--- src/rtl/u8cpd_pkg.sv ---
// Shared types, constants and lead byte classification for the UTF-8 code
// point decoder. No dependencies.
`timescale 1ns / 1ps

package u8cpd_pkg;

   localparam int unsigned ByteWidth  = 8;
   localparam int unsigned CpWidth    = 31;
   localparam int unsigned CountWidth = 3;
   localparam int unsigned ContBits   = 6;

   // Lead byte prefix masks and match values
   localparam logic [ByteWidth-1:0] Lead1Mask  = 8'h80;
   localparam logic [ByteWidth-1:0] Lead1Match = 8'h00;
   localparam logic [ByteWidth-1:0] Lead2Mask  = 8'hE0;
   localparam logic [ByteWidth-1:0] Lead2Match = 8'hC0;
   localparam logic [ByteWidth-1:0] Lead3Mask  = 8'hF0;
   localparam logic [ByteWidth-1:0] Lead3Match = 8'hE0;
   localparam logic [ByteWidth-1:0] Lead4Mask  = 8'hF8;
   localparam logic [ByteWidth-1:0] Lead4Match = 8'hF0;
   localparam logic [ByteWidth-1:0] Lead5Mask  = 8'hFC;
   localparam logic [ByteWidth-1:0] Lead5Match = 8'hF8;
   localparam logic [ByteWidth-1:0] Lead6Mask  = 8'hFE;
   localparam logic [ByteWidth-1:0] Lead6Match = 8'hFC;

   // Surrogate range
   localparam logic [CpWidth-1:0] SurrogateLow  = 31'h0000_D800;
   localparam logic [CpWidth-1:0] SurrogateHigh = 31'h0000_DFFF;

   typedef struct packed {
      logic                  ok;       // legal lead byte
      logic [CountWidth-1:0] need;     // continuation bytes to follow
      logic [ByteWidth-2:0]  payload;  // value bits carried by the lead
   } lead_info_type;

   // Classify a lead byte by its count of leading ones
   function automatic lead_info_type decode_lead(input logic [ByteWidth-1:0] b);
      lead_info_type info;
      info.ok      = 1'b1;
      info.need    = '0;
      info.payload = '0;
      priority if ((b & Lead1Mask) == Lead1Match) begin
         info.need    = 3'd0;
         info.payload = b[6:0];
      end else if ((b & Lead2Mask) == Lead2Match) begin
         info.need    = 3'd1;
         info.payload = {2'b00, b[4:0]};
      end else if ((b & Lead3Mask) == Lead3Match) begin
         info.need    = 3'd2;
         info.payload = {3'b000, b[3:0]};
      end else if ((b & Lead4Mask) == Lead4Match) begin
         info.need    = 3'd3;
         info.payload = {4'b0000, b[2:0]};
      end else if ((b & Lead5Mask) == Lead5Match) begin
         info.need    = 3'd4;
         info.payload = {5'b00000, b[1:0]};
      end else if ((b & Lead6Mask) == Lead6Match) begin
         info.need    = 3'd5;
         info.payload = {6'b000000, b[0]};
      end else begin
         info.ok = 1'b0;
      end
      return info;
   endfunction

endpackage

--- src/rtl/utf8_code_point_decoder_unit.sv ---
// UTF-8 code point decoder top level: input register, per-byte decode step
// and result register. Depends on u8cpd_pkg.
`timescale 1ns / 1ps
// Path: an accepted byte is held in the input register, and its result (if
//    any) is then loaded into the result register that drives the outputs.
// Throughput: one byte per cycle unless rsp_stall holds the result register;
//    the single decode step between the two registers sets this figure.
// Reset (synchronous, active high) empties both registers and clears the
//    partial value, the remaining count and the discard flag.

module utf8_code_point_decoder_unit (
   input  logic                            clock,
   input  logic                            reset,
   input  logic                            req_valid,
   output logic                            req_stall,
   input  logic [u8cpd_pkg::ByteWidth-1:0] req_data_byte,
   input  logic                            req_string_end,
   output logic                            rsp_valid,
   input  logic                            rsp_stall,
   output logic [u8cpd_pkg::CpWidth-1:0]   rsp_code_point,
   output logic                            rsp_bad_sequence,
   output logic                            rsp_string_end_out
);
   import u8cpd_pkg::*;

   // Input register
   logic                  in_valid_ff;
   logic [ByteWidth-1:0]  in_byte_ff;
   logic                  in_end_ff;

   // Decoder state
   logic [CpWidth-1:0]    partial_ff,   partial_in;
   logic [CountWidth-1:0] remaining_ff, remaining_in;
   logic                  discard_ff,   discard_in;

   // Result register
   logic                  out_valid_ff;
   logic [CpWidth-1:0]    out_cp_ff;
   logic                  out_bad_ff;
   logic                  out_end_ff;

   // Step results
   logic                  emit;
   logic                  emit_bad;
   logic [CpWidth-1:0]    emit_cp;
   logic                  advance;
   logic                  take_in;

   lead_info_type         lead;
   logic [CpWidth-1:0]    gathered;
   logic [CountWidth-1:0] left;
   logic                  complete;
   logic [CpWidth-1:0]    done_cp;
   logic                  fail;

   // Move the held byte on once the result register can take a new item
   assign advance   = in_valid_ff && (!out_valid_ff || !rsp_stall);
   assign req_stall = in_valid_ff && !advance;
   assign take_in   = req_valid && !req_stall;

   // Decode one byte against the current state
   always_comb begin
      lead         = decode_lead(in_byte_ff);
      gathered     = {partial_ff[CpWidth-ContBits-1:0], in_byte_ff[ContBits-1:0]};
      left         = remaining_ff - 3'd1;
      partial_in   = partial_ff;
      remaining_in = remaining_ff;
      discard_in   = discard_ff;
      complete     = 1'b0;
      done_cp      = '0;
      fail         = 1'b0;
      emit         = 1'b0;
      emit_bad     = 1'b0;
      emit_cp      = '0;

      if (discard_ff) begin
         // drop bytes until the string ends
         if (in_end_ff) begin
            discard_in   = 1'b0;
            partial_in   = '0;
            remaining_in = '0;
         end
      end else if (remaining_ff == '0) begin
         if (!lead.ok) begin
            fail = 1'b1;
         end else if (lead.need != '0) begin
            if (in_end_ff) begin
               fail = 1'b1;
            end else begin
               partial_in   = {{(CpWidth-ByteWidth+1){1'b0}}, lead.payload};
               remaining_in = lead.need;
            end
         end else begin
            complete = 1'b1;
            done_cp  = {{(CpWidth-ByteWidth+1){1'b0}}, lead.payload};
         end
      end else begin
         // fold in a continuation byte
         partial_in   = gathered;
         remaining_in = left;
         if (left != '0) begin
            fail = in_end_ff;
         end else begin
            complete = 1'b1;
            done_cp  = gathered;
         end
      end

      // Reject surrogates, otherwise hand out the finished value
      if (complete) begin
         if (done_cp >= SurrogateLow && done_cp <= SurrogateHigh) begin
            fail = 1'b1;
         end else begin
            emit         = 1'b1;
            emit_cp      = done_cp;
            partial_in   = '0;
            remaining_in = '0;
         end
      end

      if (fail) begin
         emit         = 1'b1;
         emit_bad     = 1'b1;
         emit_cp      = '0;
         partial_in   = '0;
         remaining_in = '0;
         discard_in   = !in_end_ff;
      end
   end

   // Input register: load on accept, empty when the byte moves on
   always_ff @(posedge clock) begin
      if (reset) begin
         in_valid_ff <= 1'b0;
      end else if (take_in) begin
         in_valid_ff <= 1'b1;
      end else if (advance) begin
         in_valid_ff <= 1'b0;
      end
      if (take_in) begin
         in_byte_ff <= req_data_byte;
         in_end_ff  <= req_string_end;
      end
   end

   // Decoder state: advance once per byte
   always_ff @(posedge clock) begin
      if (reset) begin
         partial_ff   <= '0;
         remaining_ff <= '0;
         discard_ff   <= 1'b0;
      end else if (advance) begin
         partial_ff   <= partial_in;
         remaining_ff <= remaining_in;
         discard_ff   <= discard_in;
      end
   end

   // Result register: hold while stalled
   always_ff @(posedge clock) begin
      if (reset) begin
         out_valid_ff <= 1'b0;
      end else if (advance) begin
         out_valid_ff <= emit;
      end else if (!rsp_stall) begin
         out_valid_ff <= 1'b0;
      end
      if (advance && emit) begin
         out_cp_ff  <= emit_cp;
         out_bad_ff <= emit_bad;
         out_end_ff <= in_end_ff;
      end
   end

   assign rsp_valid          = out_valid_ff;
   assign rsp_code_point     = out_cp_ff;
   assign rsp_bad_sequence   = out_bad_ff;
   assign rsp_string_end_out = out_end_ff;

endmodule
--- config.mk ---
export PLATFORM = sky130hd
export DESIGN_NAME = utf8_code_point_decoder_unit
export DESIGN_NICKNAME = d
export VERILOG_FILES = /design/src/rtl/u8cpd_pkg.sv /design/src/rtl/utf8_code_point_decoder_unit.sv
export SDC_FILE = /design/constraint.sdc
export NUM_CORES = 1
export LEC_CHECK = 0
export ABC_AREA = 1
export BUFFER_PORTS_ARGS = -buffer_cell sky130_fd_sc_hd__buf_2
export CAP_MARGIN = 20
export CORE_UTILIZATION = 35
export CTS_BUF_LIST = sky130_fd_sc_hd__clkbuf_8
export CTS_CLUSTER_DIAMETER = 200
export DETAILED_ROUTE_END_ITERATION = 10
export PLACE_DENSITY = 0.54
export SETUP_SLACK_MARGIN = 0.02
export SYNTH_ARGS = -nofsm -noshare
export SYNTH_HDL_FRONTEND = slang
export SYNTH_SLANG_ARGS = --single-unit
--- constraint.sdc ---
create_clock -name clock -period 4.5 [get_ports clock]
set_clock_uncertainty 0.15 [all_clocks]
set_input_delay 1.125 -clock clock [delete_from_list [all_inputs] [get_ports clock]]
set_output_delay 1.125 -clock clock [all_outputs]
set_load 0.02 [all_outputs]
==> out/qor.csv, run 1 <==
stage,metric,value,unit
floorplan,placeable core area,10400,µm²
clocking,number of instances resized during post-cts repair,0,
critical_path,CP Launch Type,register,
routing,length of the first detailed-routing pass in iterations,5,
clocking,H-Tree Depth,3,
yosys,Netlist Area Pre-Place,3800,µm²
routing,DRC marker count from the first detailed-route iteration,295,
grt,final global-route overflow total,0,
place,post-place setup slack,1.13,ns
grt,pin count of the biggest net entering global routing,34,
layout,Inserted Diodes,0,
yosys,count of warnings emitted by yosys,0,
clocking,postcts setup bufs,0,
floorplan,I/O pins,48,
clocking,clk sinks,73,
routing,Vias/cell,5.08,
timing,endpoints failing setup,0,
timing,final cycle utilization of the critical path,0.680,
routing,final routed wirelength across all metal layers,9220,µm
floorplan,row count,37,
flow_run,maximum capacitance violations,0,
yosys,Cell variety after synth,33,
place,final HPWL from detailed placement,6020,µm
timing,number of failing hold endpoints at the final stage,0,
timing,RSZ-0062 raised after global routing,no,
yosys,sequential fraction of the synthesis area,0.495,
power_and_ir_drop,Max IR drop VDD,131,µV
routing,post-detailed-route wirelength per cell,14.1,µm
yosys,number of standard cells after synthesis,478,
clocking,clock insertion delay at the later pin of the skew report,0.36,ns
grt,number of antenna violations at the first check in global routing,0,
routing,overall via count from detail_route,3329,
routing,antenna-violating nets left,0,
timing,time the worst path needs with I/O delays and setup,3.06,ns
hold_path,Min-Delay Path Class,register to register,
critical_path,Crit. End Element,register,
place,routability congestion estimate from global placement,0.849,
critical_path,critical path arrival,2.92,ns
clocking,CTS clock-pin slew for the worst setup and hold paths,0.08,ns
grt,wire length of the first global-routing pass,15200,µm
grt,vias in the first global route,3061,
yosys,synthesized area per cell,7.95,µm²
floorplan,height of the die,106,µm
timing,Least-Margin Pin Slew,1.01,ns
timing,max-slew violation total from the final report,0,
clocking,clock root buffer,sky130_fd_sc_hd__clkbuf_8,
routing,DRC violations left,0,
layout,"commonest cells after routing, fill and taps aside","124 x sky130_fd_sc_hd__nand2_1, 52 x sky130_fd_sc_hd__inv_1, 47 x sky130_fd_sc_hd__buf_2, 42 x sky130_fd_sc_hd__edfxtp_1, 39 x sky130_fd_sc_hd__a21oi_1",
clocking,number of buffers between clock root and the deepest sink,2,
timing,fmax,327,MHz
clocking,clock tree from TritonCTS,done,
clocking,number of buffers created by CTS,9,
run_status,run status,"complete, no violations",
yosys,net count after synthesis,494,
critical_path,worst-path fanout max,33,
layout,Nets,530,
timing,Fin Setup TNS,0,ns
timing,Worst Slack Setup Final,1.44,ns
layout,post-synthesis to final-layout area growth,12.8,%
power_and_ir_drop,Leakage,1.59,nW
critical_path,critical path class,register to register,
place,number of buffer cells added on primary ports,47,
layout,share of layout cells above drive strength 1,0.170,
yosys,post-synthesis register bit count,73,
layout,"leading cell type in the layout, fill and taps excluded",sky130_fd_sc_hd__nand2_1,
timing,worst-case headroom to the max-slew limit,0.327,
floorplan,starting density of the core,0.365,
clocking,number of hold-repair buffers added at the cts stage,0,
floorplan,die area,11300,µm²
floorplan,x dimension of the die,106,µm
critical_path,Required @ worst endpoint,4.36,ns
power_and_ir_drop,power density cells,321,nW/µm²
grt,Total GRT Usage,0.175,
hold_path,Hold Crit Depth,2,
critical_path,worst reg2reg path depth,13,
-- cell usage after synthesis --
cell type	number	share of area
sky130_fd_sc_hd__nand3_4	1	0.0046
sky130_fd_sc_hd__nand3_1	9	0.012
sky130_fd_sc_hd__a211oi_2	1	0.0033
sky130_fd_sc_hd__a31oi_1	2	0.0033
sky130_fd_sc_hd__nand2_1	124	0.12
sky130_fd_sc_hd__buf_6	5	0.015
sky130_fd_sc_hd__o21a_1	1	0.0020
sky130_fd_sc_hd__nand4_1	7	0.012
sky130_fd_sc_hd__nor2_2	1	0.0016
sky130_fd_sc_hd__buf_4	1	0.0020
sky130_fd_sc_hd__dfxtp_1	31	0.16
sky130_fd_sc_hd__buf_1	5	0.0049
sky130_fd_sc_hd__o2111ai_1	1	0.0023
sky130_fd_sc_hd__nand2_2	6	0.0099
sky130_fd_sc_hd__clkinv_2	1	0.0013
sky130_fd_sc_hd__a21oi_1	39	0.051
sky130_fd_sc_hd__a41oi_1	1	0.0023
sky130_fd_sc_hd__o22ai_1	21	0.035
sky130_fd_sc_hd__inv_1	52	0.051
sky130_fd_sc_hd__nor3_2	5	0.013
sky130_fd_sc_hd__nand3_2	1	0.0026
sky130_fd_sc_hd__ha_1	3	0.0099
sky130_fd_sc_hd__edfxtp_1	42	0.33
sky130_fd_sc_hd__buf_2	3	0.0040
sky130_fd_sc_hd__o211ai_1	1	0.0020
sky130_fd_sc_hd__nor3_1	24	0.032
sky130_fd_sc_hd__clkbuf_1	12	0.012
sky130_fd_sc_hd__o21ai_0	37	0.049
sky130_fd_sc_hd__nor2_1	28	0.028
sky130_fd_sc_hd__o21ai_1	6	0.0079
sky130_fd_sc_hd__inv_2	5	0.0049
sky130_fd_sc_hd__a21boi_0	1	0.0020
sky130_fd_sc_hd__nor2_4	1	0.0030
-- final cells by class --
cell class / count / area, µm²
Timing Repair Buffer: 51 / 265
Tap cell: 136 / 170
Multi-Input combinational cell: 321 / 1560
Clock buffer: 10 / 138
Sequential cell: 73 / 1880
Inverter: 58 / 219
Fill cell: 1080 / 6130
Clock inverter: 6 / 57.6
-- metal layers --
metal	vias up	GRT usage	wire, µm
li1	1680	-	-
met1	1549	0.243	4380
met4	0	0.0754	173
met3	12	0.0331	521
met2	88	0.264	4140
met5	-	0	0
-- cell families after synthesis --
logic type | synth area share
flip-flops | 0.495
adder cells (fa/ha/maj) | 0.00988
AND/OR/NAND/NOR | 0.240
AO/OA/AOI/OAI | 0.160
buffers and inverters | 0.0952
-- worst max-delay path, cell delays in order, from the launching register on --
cell	delay, ns
sky130_fd_sc_hd__dfxtp_1	0.31
sky130_fd_sc_hd__inv_1	0.14
sky130_fd_sc_hd__ha_1	0.18
sky130_fd_sc_hd__nand2_2	0.17
sky130_fd_sc_hd__inv_2	0.49
sky130_fd_sc_hd__nand2_1	0.13
sky130_fd_sc_hd__nand2_2	0.15
sky130_fd_sc_hd__inv_1	0.09
sky130_fd_sc_hd__nor2_1	0.15
sky130_fd_sc_hd__inv_1	0.09
sky130_fd_sc_hd__nand2_2	0.13
sky130_fd_sc_hd__nand2_1	0.09
sky130_fd_sc_hd__inv_1	0.06
sky130_fd_sc_hd__buf_4	0.35
-- through the flow --
step	total power [mW]	cells	utilization	area, µm²	hold slack (ns)
global route	1.42	655	0.412	4290	0.342
CTS	1.39	655	0.412	4290	0.321
floorplan	0.836	478	-	3800	0.295
finish	1.38	655	0.412	4290	0.321
detailed placement	0.872	639	0.393	4090	0.309
global placement	0.871	639	0.393	4090	0.302
-- registers in the layout (all words and copies together), names as in the netlist --
| register | count |
|---|---|
| rsp_string_end_out | 1 |
| in_valid_ff | 1 |
| rsp_code_point | 31 |
| in_byte_ff | 8 |
| rsp_valid | 1 |
| in_end_ff | 1 |
| partial_ff | 25 |
| discard_ff | 1 |
| remaining_ff | 3 |
| rsp_bad_sequence | 1 |
-- path summary, 6_finish.rpt --
| path | start | to | slack [ns] |
|---|---|---|---|
| max | remaining_ff[1]$_SDFFE_PP0P_ | rsp_code_point[12]$_SDFFCE_PP0P_ | 1.44 |
| min | partial_ff[17]$_SDFFE_PP0P_ | partial_ff[17]$_SDFFE_PP0P_ | 0.32 |
| max reg2reg | remaining_ff[1]$_SDFFE_PP0P_ | rsp_code_point[12]$_SDFFCE_PP0P_ | 1.44 |
| min reg2reg | partial_ff[17]$_SDFFE_PP0P_ | partial_ff[17]$_SDFFE_PP0P_ | 0.32 |
-- report_power, final --
part / internal [mW] / switching, mW / total [mW]
sequential: 0.726 / 0.00749 / 0.733
clock: 0.267 / 0.254 / 0.521
combinational: 0.0308 / 0.0919 / 0.123
total: 1.02 / 0.353 / 1.38
Note: power is estimated with default switching activity, not from simulation.
==> inputs of run 2 (changes only) <==
Clock period 4.5 ns to 3.15 ns, I/O delays scaled along.
==> run 2 against run 1 <==
  * Via count decreased by 1.4%
  * Largest cell class unchanged
  * Critical endpoint is now rsp_code_point[7]$_SDFFCE_PP0P_
  * Largest power group unchanged
  * Sequential power increased by 43%
  * Final area increased by 1.3%
==> out/qor.csv, run 2 (synthesis results as in run 1) <==
stage,metric,value,unit,change
run_status,run status,"complete, no violations",,
place,post-place setup slack,0.358,ns,-0.777 ns
grt,vias in the first global route,3116,,+1.8%
floorplan,x dimension of the die,106,µm,unchanged
clocking,H-Tree Depth,3,,unchanged
floorplan,I/O pins,48,,unchanged
floorplan,row count,37,,unchanged
clocking,number of buffers created by CTS,9,,unchanged
routing,DRC violations left,0,,unchanged
clocking,number of hold-repair buffers added at the cts stage,0,,unchanged
grt,final global-route overflow total,0,,unchanged
routing,top routing layer in use,met4,,
clocking,number of buffers between clock root and the deepest sink,2,,unchanged
timing,Worst Slack Setup Final,0.351,ns,-1.09 ns
routing,length of the first detailed-routing pass in iterations,5,,unchanged
routing,post-detailed-route wirelength per cell,13.8,µm,-2.1%
timing,Min Hold Slack,0.318,ns,-0.00275 ns
routing,final routed wirelength across all metal layers,9080,µm,-1.5%
timing,Least-Margin Pin Slew,0.887,ns,-0.122 ns
timing,endpoints failing setup,0,,unchanged
routing,routed wl met2,4000,µm,-3.4%
power_and_ir_drop,power density cells,465,nW/µm²,+45%
floorplan,die area,11300,µm²,unchanged
grt,Total GRT Usage,0.176,,+0.00151
timing,max-slew violation total from the final report,0,,unchanged
timing,fmax,357,MHz,+9.3%
timing,worst-case headroom to the max-slew limit,0.405,,+0.0778
routing,overall via count from detail_route,3283,,-1.4%
clocking,CTS clock-pin slew for the worst setup and hold paths,0.07,ns,about the same
layout,"commonest cells after routing, fill and taps aside","124 x sky130_fd_sc_hd__nand2_1, 53 x sky130_fd_sc_hd__inv_1, 47 x sky130_fd_sc_hd__buf_2, 42 x sky130_fd_sc_hd__edfxtp_1, 39 x sky130_fd_sc_hd__a21oi_1",,
layout,Inserted Diodes,0,,unchanged
place,placed insts,643,,+0.63%
layout,post-route design area,4350,µm²,+1.3%
critical_path,critical path arrival,2.76,ns,-0.16 ns
timing,number of failing hold endpoints at the final stage,0,,unchanged
power_and_ir_drop,Max IR drop VDD,168,µV,+28%
place,number of buffer cells added on primary ports,47,,unchanged
place,final HPWL from detailed placement,6270,µm,+4.1%
clocking,clk sinks,73,,unchanged
place,area post-placement,4140,µm²,+1.0%
grt,pin count of the biggest net entering global routing,34,,unchanged
clocking,postcts setup bufs,0,,unchanged
flow_run,maximum capacitance violations,0,,unchanged
routing,Post-Route M1 WL,4440,µm,+1.4%
clocking,number of instances resized during post-cts repair,0,,unchanged
critical_path,Required @ worst endpoint,3.11,ns,-1.25 ns
floorplan,height of the die,106,µm,unchanged
layout,number of flip-flops under the largest register name,31,,unchanged
floorplan,placeable core area,10400,µm²,unchanged
layout,post-synthesis to final-layout area growth,14.4,%,
layout,Final Util,0.417,,+0.00553
clocking,clock root buffer,sky130_fd_sc_hd__clkbuf_8,,
grt,wire length of the first global-routing pass,15400,µm,+1.2%
routing,antenna-violating nets left,0,,unchanged
floorplan,starting density of the core,0.365,,unchanged
timing,time the worst path needs with I/O delays and setup,2.80,ns,-0.259 ns
critical_path,worst-path fanout max,16,,-52%
clocking,clock tree from TritonCTS,done,,
grt,number of antenna violations at the first check in global routing,0,,unchanged
routing,Vias/cell,4.98,,-2.0%
place,routability congestion estimate from global placement,0.901,,+6.1%
layout,"leading cell type in the layout, fill and taps excluded",sky130_fd_sc_hd__nand2_1,,
power_and_ir_drop,Leakage,1.62,nW,+1.9%
clocking,clock insertion delay at the later pin of the skew report,0.36,ns,about the same
layout,Finished Layout Cells,659,,+0.61%
layout,share of layout cells above drive strength 1,0.174,,+0.00444
timing,RSZ-0062 raised after global routing,no,,
layout,Nets,534,,+0.75%
critical_path,critical path class,register to register,,
routing,DR WL met3,500,µm,-4.0%
timing,Fin Setup TNS,0,ns,unchanged
routing,DRC marker count from the first detailed-route iteration,187,,-37%
power_and_ir_drop,Final Power,2.02,mW,+47%
hold_path,Min-Delay Path Class,register to register,,
critical_path,CP Launch Type,register,,
critical_path,Crit. End Element,register,,
timing,final cycle utilization of the critical path,0.889,,+0.209
run 2: final timing paths:
| kind | from | to | slack (ns) | cells past startpoint |
|---|---|---|---|---|
| worst min-delay path | partial_ff[2]$_SDFFE_PP0P_ | partial_ff[2]$_SDFFE_PP0P_ | 0.32 | 2 |
| worst max-delay path | remaining_ff[0]$_SDFFE_PP0P_ | rsp_code_point[7]$_SDFFCE_PP0P_ | 0.35 | 16 |
| worst max register to register | remaining_ff[0]$_SDFFE_PP0P_ | rsp_code_point[7]$_SDFFCE_PP0P_ | 0.35 | 16 |
| worst min register to register | partial_ff[2]$_SDFFE_PP0P_ | partial_ff[2]$_SDFFE_PP0P_ | 0.32 | 2 |
run 2: layer usage:
layer / GRT usage / vias to the layer above
met2: 0.276 / 83
met5: 0 / -
met1: 0.238 / 1511
li1: - / 1680
met3: 0.0374 / 9
met4: 0.0694 / 0
run 2: area by class of cell:
type	count	area (µm²)
clock buffer	9	124
tap	136	170
sequential	73	1880
multi-input combinational	321	1560
inverter	58	219
clock inverter	7	86.3
fill	1067	6070
timing repair buffer	55	308
run 2: worst max-delay path: stages (launching register included):
cell and delay (ns):
sky130_fd_sc_hd__dfxtp_1 0.37, sky130_fd_sc_hd__inv_1 0.11, sky130_fd_sc_hd__ha_1 0.22, sky130_fd_sc_hd__nand2_1 0.08
sky130_fd_sc_hd__nand2_2 0.10, sky130_fd_sc_hd__nand3_4 0.22, sky130_fd_sc_hd__clkinv_2 0.19, sky130_fd_sc_hd__o21ai_0 0.16
sky130_fd_sc_hd__nand2_1 0.08, sky130_fd_sc_hd__nor2_1 0.11, sky130_fd_sc_hd__nand2_1 0.09, sky130_fd_sc_hd__nand2_1 0.12
sky130_fd_sc_hd__nand4_1 0.09, sky130_fd_sc_hd__nand2_1 0.09, sky130_fd_sc_hd__nand2_2 0.06, sky130_fd_sc_hd__nand2_2 0.23
sky130_fd_sc_hd__nor3_1 0.08
run 2: where the power goes:
group,switching (mW),total [mW],internal (mW)
Clock,0.354,0.793,0.439
Combinational,0.130,0.179,0.0484
Sequential,0.0113,1.05,1.04
